## src/hw/rtl/mtts_pkg.sv

```systemverilog
// Shared types and constants for the mission time tick scheduler.
package mtts_pkg;

   localparam int TIME_WIDTH   = 64;
   localparam int PERIOD_WIDTH = 32;
   localparam int DELTA_WIDTH  = 32;

   localparam logic [PERIOD_WIDTH-1:0] NOTIFY_PERIOD_RESET = 32'd5000;
   localparam logic [PERIOD_WIDTH-1:0] SAVE_PERIOD_RESET   = 32'(15 * 60 * 1000);

   typedef enum logic {
      REQ_TICK = 1'b0,
      REQ_SET  = 1'b1
   } req_kind_type;

   typedef enum logic {
      CSR_NOTIFY_PERIOD = 1'b0,
      CSR_SAVE_PERIOD   = 1'b1
   } csr_index_type;

   typedef struct packed {
      logic                   advance;
      logic                   is_set;
      logic [DELTA_WIDTH-1:0] delta;
   } mtts_step_type;

endpackage

```

## src/hw/rtl/mission_time_tick_scheduler.sv

```systemverilog
// Top level of the mission time tick scheduler.
// One transaction in gives one transaction out. A tick transaction adds
// req_delta_ms to the 64-bit mission time and to the notify and save
// elapsed counters; a set transaction loads req_new_time_ms and makes both
// rsp_notify_now and rsp_save_now fire. A counter that strictly exceeds its
// period raises its flag and restarts from zero. The block takes one
// transaction per clock while rsp_stall is low: an input register feeds
// one 64-bit add and two 33-bit compares, and the result lands in an
// output register, which drives rsp_valid. The input register keeps
// accepting while a result waits on rsp_stall; req_stall rises only when
// both registers are full and the output is stalled. Period writes
// through the csr port take effect from the next transaction and leave
// the counters untouched.
module mission_time_tick_scheduler
   import mtts_pkg::*;
(
   input  logic                    clock,
   input  logic                    reset,
   // request channel
   input  logic                    req_valid,
   output logic                    req_stall,
   input  logic                    req_type,
   input  logic [DELTA_WIDTH-1:0]  req_delta_ms,
   input  logic [TIME_WIDTH-1:0]   req_new_time_ms,
   // response channel
   output logic                    rsp_valid,
   input  logic                    rsp_stall,
   output logic [TIME_WIDTH-1:0]   rsp_mission_time_ms,
   output logic                    rsp_notify_now,
   output logic                    rsp_save_now,
   // configuration
   input  logic                    csr_write_enable,
   input  logic                    csr_index,
   input  logic [PERIOD_WIDTH-1:0] csr_write_data
);

   // Configuration registers.
   logic [PERIOD_WIDTH-1:0] notify_period_ff;
   logic [PERIOD_WIDTH-1:0] save_period_ff;

   always_ff @(posedge clock) begin
      if (reset) begin
         notify_period_ff <= NOTIFY_PERIOD_RESET;
         save_period_ff   <= SAVE_PERIOD_RESET;
      end else if (csr_write_enable) begin
         unique case (csr_index_type'(csr_index))
            CSR_NOTIFY_PERIOD: notify_period_ff <= csr_write_data;
            CSR_SAVE_PERIOD:   save_period_ff   <= csr_write_data;
         endcase
      end
   end

   // Input register stage.
   logic                   in_valid_ff;
   req_kind_type           in_kind_ff;
   logic [DELTA_WIDTH-1:0] in_delta_ff;
   logic [TIME_WIDTH-1:0]  in_time_ff;

   logic rsp_valid_ff;
   logic out_free;
   logic advance;
   logic req_take;

   // The output register can load when empty or being drained this cycle.
   assign out_free  = !rsp_valid_ff || !rsp_stall;
   assign advance   = in_valid_ff && out_free;
   assign req_stall = in_valid_ff && !out_free;
   assign req_take  = req_valid && !req_stall;

   always_ff @(posedge clock) begin
      if (reset) begin
         in_valid_ff <= 1'b0;
      end else if (req_take) begin
         in_valid_ff <= 1'b1;
      end else if (advance) begin
         in_valid_ff <= 1'b0;
      end
   end

   // Payload holds unless a new transaction comes in.
   always_ff @(posedge clock) begin
      if (req_take) begin
         in_kind_ff  <= req_kind_type'(req_type);
         in_delta_ff <= req_delta_ms;
         in_time_ff  <= req_new_time_ms;
      end
   end

   // Mission time and the two elapsed counters advance with the stage.
   logic [TIME_WIDTH-1:0] time_ff;
   logic [TIME_WIDTH-1:0] time_in;
   mtts_step_type         step;
   logic                  notify_fire;
   logic                  save_fire;

   always_comb begin
      step.advance = advance;
      step.is_set  = (in_kind_ff == REQ_SET);
      step.delta   = in_delta_ff;
   end

   // Wraps modulo 2^64.
   assign time_in = step.is_set ? in_time_ff
                                : time_ff + {{(TIME_WIDTH-DELTA_WIDTH){1'b0}}, in_delta_ff};

   always_ff @(posedge clock) begin
      if (reset) begin
         time_ff <= '0;
      end else if (advance) begin
         time_ff <= time_in;
      end
   end

   mtts_elapsed u_notify (
      .clock  (clock),
      .reset  (reset),
      .step   (step),
      .period (notify_period_ff),
      .fire   (notify_fire)
   );

   mtts_elapsed u_save (
      .clock  (clock),
      .reset  (reset),
      .step   (step),
      .period (save_period_ff),
      .fire   (save_fire)
   );

   // Output register.
   logic [TIME_WIDTH-1:0] rsp_time_ff;
   logic                  rsp_notify_ff;
   logic                  rsp_save_ff;

   always_ff @(posedge clock) begin
      if (reset) begin
         rsp_valid_ff <= 1'b0;
      end else if (advance) begin
         rsp_valid_ff <= 1'b1;
      end else if (!rsp_stall) begin
         rsp_valid_ff <= 1'b0;
      end
   end

   always_ff @(posedge clock) begin
      if (advance) begin
         rsp_time_ff   <= time_in;
         rsp_notify_ff <= notify_fire;
         rsp_save_ff   <= save_fire;
      end
   end

   assign rsp_valid           = rsp_valid_ff;
   assign rsp_mission_time_ms = rsp_time_ff;
   assign rsp_notify_now      = rsp_notify_ff;
   assign rsp_save_now        = rsp_save_ff;

   // A set transaction must raise both flags in its result.
   assert property (@(posedge clock) disable iff (reset)
      (advance && step.is_set) |=> (rsp_valid_ff && rsp_notify_ff && rsp_save_ff))
      else $error("set transaction did not fire both flags");

   // A result leaving the input stage must show up at the output.
   assert property (@(posedge clock) disable iff (reset)
      advance |=> (rsp_valid_ff && rsp_time_ff == $past(time_in)))
      else $error("advanced transaction lost at output");

   // Stall the request side only when both stages are occupied.
   assert property (@(posedge clock) disable iff (reset)
      req_stall |-> (in_valid_ff && rsp_valid_ff && rsp_stall))
      else $error("request stalled with free stage");

   // Mission time only moves when a transaction advances.
   assert property (@(posedge clock) disable iff (reset)
      !advance |=> $stable(time_ff))
      else $error("mission time changed without a transaction");

endmodule

```

## src/hw/rtl/mtts_elapsed.sv

```systemverilog
// Elapsed-time counter with period check and clear on fire.
module mtts_elapsed
   import mtts_pkg::*;
(
   input  logic                    clock,
   input  logic                    reset,
   input  mtts_step_type           step,
   input  logic [PERIOD_WIDTH-1:0] period,
   output logic                    fire
);

   // After any check the count never exceeds a period, so 32 bits hold it.
   logic [PERIOD_WIDTH-1:0] count_ff;
   logic [PERIOD_WIDTH-1:0] count_in;
   logic [PERIOD_WIDTH:0]   sum;

   assign sum = {1'b0, count_ff} + {1'b0, step.delta};

   // A set fires unconditionally, and the count then restarts from zero.
   assign fire = step.is_set || (sum > {1'b0, period});

   always_comb begin
      count_in = count_ff;
      if (step.advance) begin
         count_in = fire ? '0 : sum[PERIOD_WIDTH-1:0];
      end
   end

   always_ff @(posedge clock) begin
      if (reset) begin
         count_ff <= '0;
      end else begin
         count_ff <= count_in;
      end
   end

endmodule

```

## config.mk

```make
export PLATFORM = sky130hd
export DESIGN_NAME = mission_time_tick_scheduler
export DESIGN_NICKNAME = d
export VERILOG_FILES = /design/src/hw/rtl/mtts_pkg.sv /design/src/hw/rtl/mission_time_tick_scheduler.sv /design/src/hw/rtl/mtts_elapsed.sv
export SDC_FILE = /design/constraint.sdc
export NUM_CORES = 1
export LEC_CHECK = 0
export BUFFER_PORTS_ARGS = -buffer_cell sky130_fd_sc_hd__buf_2
export CAP_MARGIN = 20
export CORE_ASPECT_RATIO = 2
export CORE_UTILIZATION = 48
export DETAILED_ROUTE_END_ITERATION = 10
export PLACE_DENSITY = 0.67
export SLEW_MARGIN = 20
export SYNTH_ARGS = -nofsm -noshare
export SYNTH_HDL_FRONTEND = slang
export SYNTH_HIERARCHICAL = 1
export SYNTH_SLANG_ARGS = --single-unit
```

## constraint.sdc

```tcl
create_clock -name clock -period 7.2 [get_ports clock]
set_input_delay 0.36 -clock clock [delete_from_list [all_inputs] [get_ports clock]]
set_output_delay 0.36 -clock clock [all_outputs]
set_load 0.01 [all_outputs]
```

==> out/qor.yml, run 1 <==
sta:
  min_period_over_period_pct: 79.4
  setup_tns_ns: 0
  slew_viol_final: 0
  slew_headroom_pct: 27.0
  tightestPinTransition_ns: 1.09
  fmax_ghz: 0.175
  hold_viol: 0
  rsz0062_at_grt: "false"
  period_needed_ns: 5.72
  clock_skew_ns: 0.0230
  fin_hold_ws_ns: 0.0164
  setup_violations: 0
  final.setup.worst_slack_ns: 1.48
placement:
  gp_congestion: 0.975
  dp_slack_ns: 1.58
  placed_area_mm2: 0.0220
  dpl.hpwl_um: 46800
  io_buffers: 202
finish:
  fin_area_mm2: 0.0238
  drive_above_1_share_pct: 13.2
  layout.filler_cells: 3794
  final_nets: 2797
  layout_common_cells: "302 x nand2_1, 256 x a21oi_1, 201 x buf_2, 194 x dfxtp_1, 163 x edfxtp_1"
  regArea_mm2: 0.00878
  multi_input_area_mm2: 0.0109
  layout_commonest_cell: "nand2_1"
  syn_to_final_growth_pct: 15.6
hold_path:
  hold_path_depth: 1
  hold_class: "in -> reg"
clock_network:
  clock-sinks: 357
  cts_setup_buffers: 0
  htreeDepth: 2
  cts_buffer_depth: 3
  cts_resized: 0
  clk_pin_slew_ns: 0.07
  cts-hold-fix-buffers: 70
  cts_tree: "yes"
  cts_made_buffers: 35
  cts-root-buf: "clkbuf_16"
  clk_latency_ns: 0.55
route:
  drtAntennaViolNets: 0
  drc_errors: 0
  wl_per_cell_um: 20.4
  drtIter0Drc: 958
  post_drt_via_cell_ratio: 5.86
  drt-pass1-iter-count: 5
  wirelength_um: 62700
  via_count: 18000
synthesis:
  ys_warn_count: 6
  async_flop_share_pct: 0
  ys.flop_type: "dfxtp_1"
  ys_seq_elements: 357
  synth_edf_count: 163
  synth.avg_cell_area_um2: 9.00
  ys_types: 103
  ys_seq_area_share_pct: 42.6
  syn_inst: 2289
  synth_nets: 2587
  syn_area_mm2: 0.0206
pwr:
  cellLeakagePower_nw: 9.56
  ir_worst_vdd_mv: 0.181
  p_per_area_mw_per_mm2: 212
grt:
  grt_max_degree: 91
  grt_use_total_pct: 28.5
  antenna_found_initial: 1
  overflow: 0
  grt_pass1_vias: 18200
  grt_pass1_wl_um: 96100
setup_path:
  required_ns: 7.68
  end_kind: "flop"
  cp.arrival_ns: 6.20
  critPathKind: "reg -> reg"
  critPathMaxFanout: 8
  reg2reg_depth: 20
  critPathLaunchType: "flop"
die:
  die_area_mm2: 0.0438
  start_util_pct: 48.6
  core.rowCount: 107
  io_pins: 203
  fp.dieW_um: 149
  die_y_um: 295
  core_area_mm2: 0.0424
status:
  status: "finished, final reports clean"
job:
  max_cap_violations: 0
## cell usage after synthesis, types with 5 or more instances
cell / n / area [um2]
mux2_2: 8 / 90.1
a22o_1: 23 / 201
o21a_1: 20 / 150
buf_2: 14 / 70.1
nor3_1: 28 / 140
nand4_1: 33 / 206
nor2b_1: 30 / 188
nor2_1: 138 / 518
nor4_1: 10 / 62.6
xnor2_1: 61 / 534
and2_1: 9 / 56.3
xor2_1: 44 / 385
a31oi_1: 35 / 219
nand2b_1: 46 / 288
nand2_1: 304 / 1140
a21oi_1: 256 / 1280
nand3_1: 109 / 546
a211oi_1: 12 / 90.1
o22ai_1: 5 / 31.3
o21bai_1: 11 / 82.6
o21ai_0: 119 / 596
edfxtp_1: 163 / 4890
o21ai_1: 12 / 60.1
or4_1: 10 / 75.1
dfxtp_1: 194 / 3880
clkbuf_1: 91 / 342
inv_1: 103 / 387
o211ai_1: 26 / 195
or3_1: 16 / 100
a2111oi_0: 7 / 61.3
o31ai_1: 5 / 37.5
and3_1: 20 / 125
a21o_1: 43 / 323
and4_1: 8 / 70.1
ha_1: 160 / 2000
## sequential cells by signal (all words and copies together), names as in the netlist
name / count
rsp_mission_time_ms: 64
time_ff: 64
rsp_notify_now: 1
rsp_valid: 1
in_kind_ff: 1
rsp_save_now: 1
in_valid_ff: 1
save_period_ff: 32
u_save/count_ff: 32
in_delta_ff: 32
u_notify/count_ff: 32
in_time_ff: 64
notify_period_ff: 32
## worst paths after layout
check                          end  slack [ns]                 start
min                 in_delta_ff[1]        0.02       req_delta_ms[1]
max          u_notify/count_ff[23]        1.48        in_delta_ff[0]
min reg2reg   notify_period_ff[19]        0.45  notify_period_ff[19]
max reg2reg  u_notify/count_ff[23]        1.48        in_delta_ff[0]
## worst max-delay path: stages, from the launching register on
cell      delay [ns]
edfxtp_1        0.40
ha_1            0.22
inv_1           0.07
fa_1            0.41
nor2b_1         0.18
o211ai_1        0.16
a31oi_2         0.40
a21o_1          0.31
o21a_1          0.16
o21ai_1         0.08
o311ai_0        0.53
ha_1            0.37
a21o_1          0.16
a21o_1          0.17
a21o_1          0.17
a2111o_1        0.42
a21oi_1         0.18
o211a_1         0.19
and2_1          0.37
nor2b_1         0.49
a22o_1          0.23
## logic make-up after synthesis
logic type      Yosys count  synth area share (%)
fa+ha+maj               163                  10.0
mux                      10                 0.534
buf+inv                 224                  4.43
compound gates          641                  19.6
xor+xnor                106                  4.54
simple gates            788                  18.3
flops                   357                  42.6
## layer usage
metal	vias up	GRT usage (%)	wire [um]	part of all wire (%)
met2	600	54.1	33300	53
met1	8528	28.3	22000	35
met3	202	2.79	2640	4.2
met4	0	20.8	4820	7.7
met5	-	0	0	0
li1	8673	-	-	-
## metrics by stage
step | utilization, % | instances | total power, mW
floorplan | - | 2289 | 2.88
finish | 56.1 | 3071 | 5.05
global route | 56.1 | 3071 | 5.25
global placement | 51.7 | 2936 | 3.13
CTS | 56.1 | 3069 | 5.09
detailed placement | 51.7 | 2936 | 3.15
## report_power, final
part,switching [mW],internal [mW],leakage [nW],total (mW)
Sequential,0.0736,2.24,3.15,2.31
Clock,0.828,1.08,0.571,1.91
Combinational,0.517,0.317,5.84,0.834
Total,1.42,3.63,9.56,5.05
## area by class of cell
type                       count  area share [%]
multi-input combinational   1708            45.9
clock buffer                  43            3.94
timing repair buffer         292            7.84
tap                          545            2.86
sequential                   357            36.9
clock inverter                20           0.882
antenna                        1          0.0105
inverter                     105            1.68
No activity file was read; power rests on OpenSTA's default activity.
==> run 2: changes to the inputs <==
==> constraint.sdc (replaced) <==
create_clock -name clock -period 5.5 [get_ports clock]
set_input_delay 0.275 -clock clock [delete_from_list [all_inputs] [get_ports clock]]
set_output_delay 0.275 -clock clock [all_outputs]
set_load 0.01 [all_outputs]
==> run 2 against run 1 <==
- cell area rose by 3.4%
- via count is 0.52% higher
- core utilization rose by 1.9 points
- register-to-register slack worse by 1.3 ns
- critical path depth decreased by 1
- global-route usage is 0.14 points higher
- die area unchanged
- sequential share of layout area fell by 1.2 points
- flip-flop and latch count unchanged
- clock power is 43% higher
- non-clock buffer count grew 59
- wire length increased by 0.26%
==> out/qor.yml, run 2 (same netlist as run 1, synthesis figures left out) <==
die:
  die_y_um: 295  # unchanged
  core.rowCount: 107  # unchanged
  start_util_pct: 48.6  # unchanged
  die_area_mm2: 0.0438  # unchanged
  fp.dieW_um: 149  # unchanged
  core_area_mm2: 0.0424  # unchanged
  io_pins: 203  # unchanged
clock_network:
  clk_pin_slew_ns: 0.06  # was 0.07 ns
  clock-sinks: 357  # unchanged
  cts_setup_buffers: 0  # unchanged
  cts_buffer_depth: 3  # unchanged
  cts-root-buf: "clkbuf_16"  # unchanged
  clk_latency_ns: 0.55  # about the same
  htreeDepth: 2  # unchanged
  cts_tree: "yes"  # unchanged
  cts_made_buffers: 36  # was 35
setup_path:
  reg2reg_depth: 19  # was 20
  cp.arrival_ns: 5.75  # was 6.20 ns
  end_kind: "flop"  # unchanged
  critPathMaxFanout: 7  # was 8
  rrSetupSlack_ns: 0.19  # was 1.48 ns
  required_ns: 5.94  # was 7.68 ns
  critPathKind: "reg -> reg"  # unchanged
  critPathLaunchType: "flop"  # unchanged
  regToRegStartpoint: "in_delta_ff[11]"  # was in_delta_ff[0]
  timing.rr.end: "u_notify/count_ff[25]"  # was u_notify/count_ff[23]
sta:
  tightestPinTransition_ns: 1.14  # was 1.09 ns
  setup_violations: 0  # unchanged
  setup_tns_ns: 0  # unchanged
  rsz0062_at_grt: "false"  # unchanged
  hold_viol: 0  # unchanged
  min_period_over_period_pct: 96.6  # was 79.4%
  period_needed_ns: 5.31  # was 5.72 ns
  fin_hold_ws_ns: 0.0195  # was 0.0164 ns
  clock_skew_ns: 0.0226  # was 0.0230 ns
  slew_headroom_pct: 23.5  # was 27.0%
  slew_viol_final: 0  # unchanged
  fmax_ghz: 0.188  # was 0.175 GHz
route:
  via_count: 18100  # was 18000
  wl_per_cell_um: 20.1  # was 20.4 um
  drt-pass1-iter-count: 5  # unchanged
  drc_errors: 0  # unchanged
  drtAntennaViolNets: 0  # unchanged
  wirelength_um: 62900  # was 62700 um
  drtIter0Drc: 983  # was 958
  post_drt_via_cell_ratio: 5.78  # was 5.86
placement:
  dpl.hpwl_um: 46700  # was 46800 um
  placed_area_mm2: 0.0220  # about the same
  gp_congestion: 0.979  # was 0.975
  dp_cells: 2937  # was 2936
  io_buffers: 202  # unchanged
grt:
  grt_use_total_pct: 28.6  # was 28.5%
  grt_max_degree: 148  # was 91
  overflow: 0  # unchanged
  antenna_found_initial: 0  # was 1
  grt_pass1_wl_um: 96700  # was 96100 um
  grt_pass1_vias: 18200  # about the same
finish:
  fin_area_mm2: 0.0246  # was 0.0238 mm2
  layout_common_cells: "302 x nand2_1, 256 x a21oi_1, 201 x buf_2, 194 x dfxtp_1, 163 x edfxtp_1"  # unchanged
  drive_above_1_share_pct: 13.2  # about the same
  diodes: 0  # was 1
  final_nets: 2857  # was 2797
  syn_to_final_growth_pct: 19.5  # was 15.6%
  fin_cells: 3131  # was 3071
  layout_commonest_cell: "nand2_1"  # unchanged
hold_path:
  hold_start: "rsp_stall"  # was req_delta_ms[1]
  hold_end: "rsp_valid"  # was in_delta_ff[1]
  hold_class: "in -> reg"  # unchanged
  hold_path_depth: 3  # was 1
pwr:
  p_switching_mw: 1.87  # was 1.42 mW
  combPwrFrac_pct: 16.3  # was 16.5%
  p_seq_share_pct: 44.0  # was 45.8%
  switching_share_pct: 27.2  # was 28.1%
  cellLeakagePower_nw: 9.89  # was 9.56 nW
  clkPwrFrac_pct: 39.8  # was 37.7%
  p_per_area_mw_per_mm2: 280  # was 212 mW/mm2
  internal-power_mw: 5.02  # was 3.63 mW
  ir_worst_vdd_mv: 0.234  # was 0.181 mV
  power.total_mw: 6.89  # was 5.05 mW
status:
  status: "finished, final reports clean"  # unchanged
job:
  max_cap_violations: 0  # unchanged
==> run 2: cell type report <==
class	count	area (um2)
clock buffers	49	1090
clock inverters	16	220
fillers	3742	17800
inverters	105	399
multi-input cells	1708	11000
flip-flops and latches	357	8780
well taps	545	682
repair buffers	351	2490
==> run 2: worst max-delay path by stage <==
stage,start,to,slack [ns],depth (start not counted)
2_1_floorplan,rsp_valid,in_delta_ff[0],0.08,2
3_3_place_gp,in_delta_ff[11],u_notify/count_ff[22],-0.06,19
3_5_place_dp,in_delta_ff[11],u_notify/count_ff[13],-0.04,19
4_1_cts,in_delta_ff[13],u_notify/count_ff[25],0.23,19
5_1_grt,in_delta_ff[0],u_notify/count_ff[5],0.01,20
6_report,in_delta_ff[11],u_notify/count_ff[25],0.19,19
==> run 2: worst max-delay path, cell delays in order, from the launching register on <==
cell and delay (ns):
edfxtp_1 0.47, ha_1 0.42, and3_1 0.27, and3_1 0.20
a22o_1 0.19, a21o_1 0.25, o21a_1 0.21, or3_1 0.29
and2_1 0.18, ha_1 0.30, nand4_1 0.24, nor4bb_2 0.74
a21oi_1 0.15, o211ai_1 0.18, o211ai_1 0.15, o211a_1 0.24
and2_1 0.19, nor2b_1 0.12, buf_4 0.19, a22o_1 0.23
==> run 2: repair_timing <==
action / 4_1_cts / 5_1_grt
hold buffers: 129 / 0
endpoints found under the setup margin: 7 / 1
resized for setup: 1 / 1
endpoints found under the hold margin: 159 / 0
==> run 2: per-stage QoR <==
step                      setup slack [ns]  util, %
after floorplan                     0.0831        -
after global placement             -0.0556     51.8
after detailed placement           -0.0392     51.8
after CTS                            0.227     58.0
after global routing                0.0119     58.0
final                                0.188     58.0
==> run 2: power by group through the flow <==
| stage | sequential [mW] | clock (mW) | combinational (mW) |
|---|---|---|---|
| 2_1_floorplan | 3.07 | 0 | 0.704 |
| 3_3_place_gp | 3.08 | 0 | 1.02 |
| 3_5_place_dp | 3.08 | 0 | 1.04 |
| 4_1_cts | 3.03 | 2.79 | 1.12 |
| 5_1_grt | 3.04 | 2.88 | 1.24 |
| 6_report | 3.03 | 2.74 | 1.12 |
==> run 2: per-layer routing <==
metal	part of all wire, %	wire length, um	track usage (%)
met5	0	0	0
met4	7.4	4650	20.4
met3	3.9	2480	2.42
met2	53	33500	54.4
met1	35	22300	28.8
==> run 3: changes to the inputs <==
--- a/config.mk
+++ b/config.mk
@@ -11,6 +11,7 @@
 export CORE_UTILIZATION = 48
 export DETAILED_ROUTE_END_ITERATION = 10
 export PLACE_DENSITY = 0.67
+export SETUP_SLACK_MARGIN = 0.5
 export SLEW_MARGIN = 20
 export SYNTH_ARGS = -nofsm -noshare
 export SYNTH_HDL_FRONTEND = slang
==> constraint.sdc (replaced) <==
create_clock -name clock -period 5.7 [get_ports clock]
set_input_delay 0.285 -clock clock [delete_from_list [all_inputs] [get_ports clock]]
set_output_delay 0.285 -clock clock [all_outputs]
set_load 0.01 [all_outputs]
==> run 3 against run 2 <==
- register-to-register slack improved by 0.57 ns
- die area unchanged
- first-iteration DRC count shrank 11%
- wire length decreased by 2.6%
- sequential power decreased by 4%
- clock-buffer cell count up 1
- cell area down 0.88%
- power down 7.9%
- critical path depth stayed put
- largest power group unchanged
- worst setup slack improved by 0.57 ns
- core utilization is 0.51 points lower
==> out/qor.yml, run 3 (same netlist as run 1, synthesis figures left out) <==
status:
  status: "finished, final reports clean"  # unchanged
die:
  io_pins: 203  # unchanged
  core_area_mm2: 0.0424  # unchanged
  start_util_pct: 48.6  # unchanged
  fp.dieW_um: 149  # unchanged
  die_y_um: 295  # unchanged
  core.rowCount: 107  # unchanged
  die_area_mm2: 0.0438  # unchanged
grt:
  grt_pass1_wl_um: 93600  # was 96700 um
  grt_pass1_vias: 17600  # was 18200
  antenna_found_initial: 0  # unchanged
  grt_use_total_pct: 27.6  # was 28.6%
  grt_max_degree: 149  # was 148
  overflow: 0  # unchanged
sta:
  slew_headroom_pct: 34.6  # was 23.5%
  period_needed_ns: 4.95  # was 5.31 ns
  clock_skew_ns: 0.0123  # was 0.0226 ns
  fmax_ghz: 0.202  # was 0.188 GHz
  min_period_over_period_pct: 86.8  # was 96.6%
  rsz0062_at_grt: "false"  # unchanged
  hold_viol: 0  # unchanged
  final.setup.worst_slack_ns: 0.755  # was 0.188 ns
  setup_violations: 0  # unchanged
  tightestPinTransition_ns: 0.974  # was 1.14 ns
  setup_tns_ns: 0  # unchanged
  slew_viol_final: 0  # unchanged
finish:
  regArea_mm2: 0.00878  # unchanged
  layout_commonest_cell: "nand2_1"  # unchanged
  layout_common_cells: "303 x nand2_1, 256 x a21oi_1, 201 x buf_2, 194 x dfxtp_1, 163 x edfxtp_1"  # was 302 x nand2_1, 256 x a21oi_1, 201 x buf_2, 194 x dfxtp_1, 163 x edfxtp_1
  syn_to_final_growth_pct: 18.4  # was 19.5%
  layout.filler_cells: 3744  # was 3742
  diodes: 0  # unchanged
  drive_above_1_share_pct: 13.0  # was 13.2%
  final_nets: 2851  # was 2857
  multi_input_area_mm2: 0.0110  # about the same
pwr:
  cellLeakagePower_nw: 9.79  # was 9.89 nW
  ir_worst_vdd_mv: 0.211  # was 0.234 mV
  p_per_area_mw_per_mm2: 260  # was 280 mW/mm2
placement:
  dpl.hpwl_um: 44900  # was 46700 um
  dp_slack_ns: 0.478  # was -0.0392 ns
  gp_congestion: 0.962  # was 0.979
  io_buffers: 202  # unchanged
route:
  wirelength_um: 61300  # was 62900 um
  drtAntennaViolNets: 0  # unchanged
  drtIter0Drc: 875  # was 983
  post_drt_via_cell_ratio: 5.80  # was 5.78
  drc_errors: 0  # unchanged
  drt-pass1-iter-count: 5  # unchanged
  wl_per_cell_um: 19.6  # was 20.1 um
  via_count: 18100  # about the same
clock_network:
  htreeDepth: 2  # unchanged
  cts_tree: "yes"  # unchanged
  cts-root-buf: "clkbuf_16"  # unchanged
  cts_buffer_depth: 3  # unchanged
  cts_made_buffers: 35  # was 36
  clock-sinks: 357  # unchanged
  clk_pin_slew_ns: 0.06  # about the same
  clk_latency_ns: 0.54  # was 0.55 ns
setup_path:
  cp.arrival_ns: 5.40  # was 5.75 ns
  required_ns: 6.15  # was 5.94 ns
  reg2reg_depth: 19  # unchanged
  end_kind: "flop"  # unchanged
  critPathKind: "reg -> reg"  # unchanged
  critPathLaunchType: "flop"  # unchanged
  critPathMaxFanout: 19  # was 7
job:
  max_cap_violations: 0  # unchanged
hold_path:
  hold_class: "in -> reg"  # unchanged
  hold_path_depth: 3  # unchanged
## run 3: cell types whose count changed in the layout (fill, tap and decap cells not counted), moves of 2 or more
cell and change:
clkinv_2 +2, clkinvlp_4 -3, clkbuf_16 -3, clkbuf_1 +4, inv_6 -2, bufinv_16 -4, clkinv_4 +3, dlygate4sd3_1 -5
## run 3: critical path, stage by stage, from the launching register on
cell	delay (ns)
edfxtp_1	0.41
ha_1	0.24
inv_1	0.07
fa_1	0.40
nor2b_1	0.18
o2111ai_1	0.18
nand3_1	0.19
a21oi_2	0.16
o31ai_4	0.43
a21oi_1	0.12
nand4b_1	0.25
ha_1	0.34
a21oi_1	0.16
o21ai_0	0.24
a2111oi_0	0.46
a31oi_1	0.17
a211oi_2	0.18
buf_4	0.30
nand2_1	0.15
o31ai_1	0.21
## run 3: cell type report
| class | count | area share, % |
|---|---|---|
| multi-input combinational | 1708 | 45.0 |
| inverter | 105 | 1.64 |
| tap | 545 | 2.79 |
| timing repair buffer | 346 | 10.0 |
| sequential | 357 | 36.0 |
| clock buffer | 50 | 4.24 |
| clock inverter | 13 | 0.410 |
## run 3: path summary, 6_finish.rpt
kind                           start                   to  slack, ns
setup / recovery      in_delta_ff[0]  u_save/count_ff[31]       0.75
setup reg to reg      in_delta_ff[0]  u_save/count_ff[31]       0.75
hold reg to reg    save_period_ff[3]    save_period_ff[3]       0.45
hold / removal    csr_write_data[27]   save_period_ff[27]      0.008
## run 3: layer usage
layer | track usage [%] | up-vias | routed length [um]
li1 | - | 8797 | -
met2 | 53.4 | 534 | 33200
met1 | 28.3 | 8617 | 22100
met4 | 16.1 | 0 | 3550
met5 | 0 | - | 0
met3 | 2.52 | 175 | 2380
## run 3: report_power, final
part / switching (mW) / total (mW) / internal [mW] / leakage, nW
registers: 0.0921 / 2.92 / 2.83 / 3.15
clock network: 1.03 / 2.34 / 1.32 / 0.558
logic: 0.647 / 1.07 / 0.428 / 6.08
## run 3: what timing repair did
item,CTS,global route
hold buffers,124,0
endpoints found under the setup margin,7,38
hold endpoints to repair,146,0
setup buffers,0,1
pin swaps,0,2
cloned,0,0
gates resized for setup,1,6
## run 3: through the flow
stage,power [mW],util (%),hold slack [ns],std cells,instance area [um2]
final,6.34,57.5,0.00805,3124,24400
after global routing,6.59,57.5,0.00447,3124,24400
after CTS,6.38,57.4,0.000559,3123,24400
after detailed placement,3.97,51.8,0.447,2936,22000
after global placement,3.95,51.8,0.443,2935,22000
after floorplan,3.64,-,0.384,2289,20600
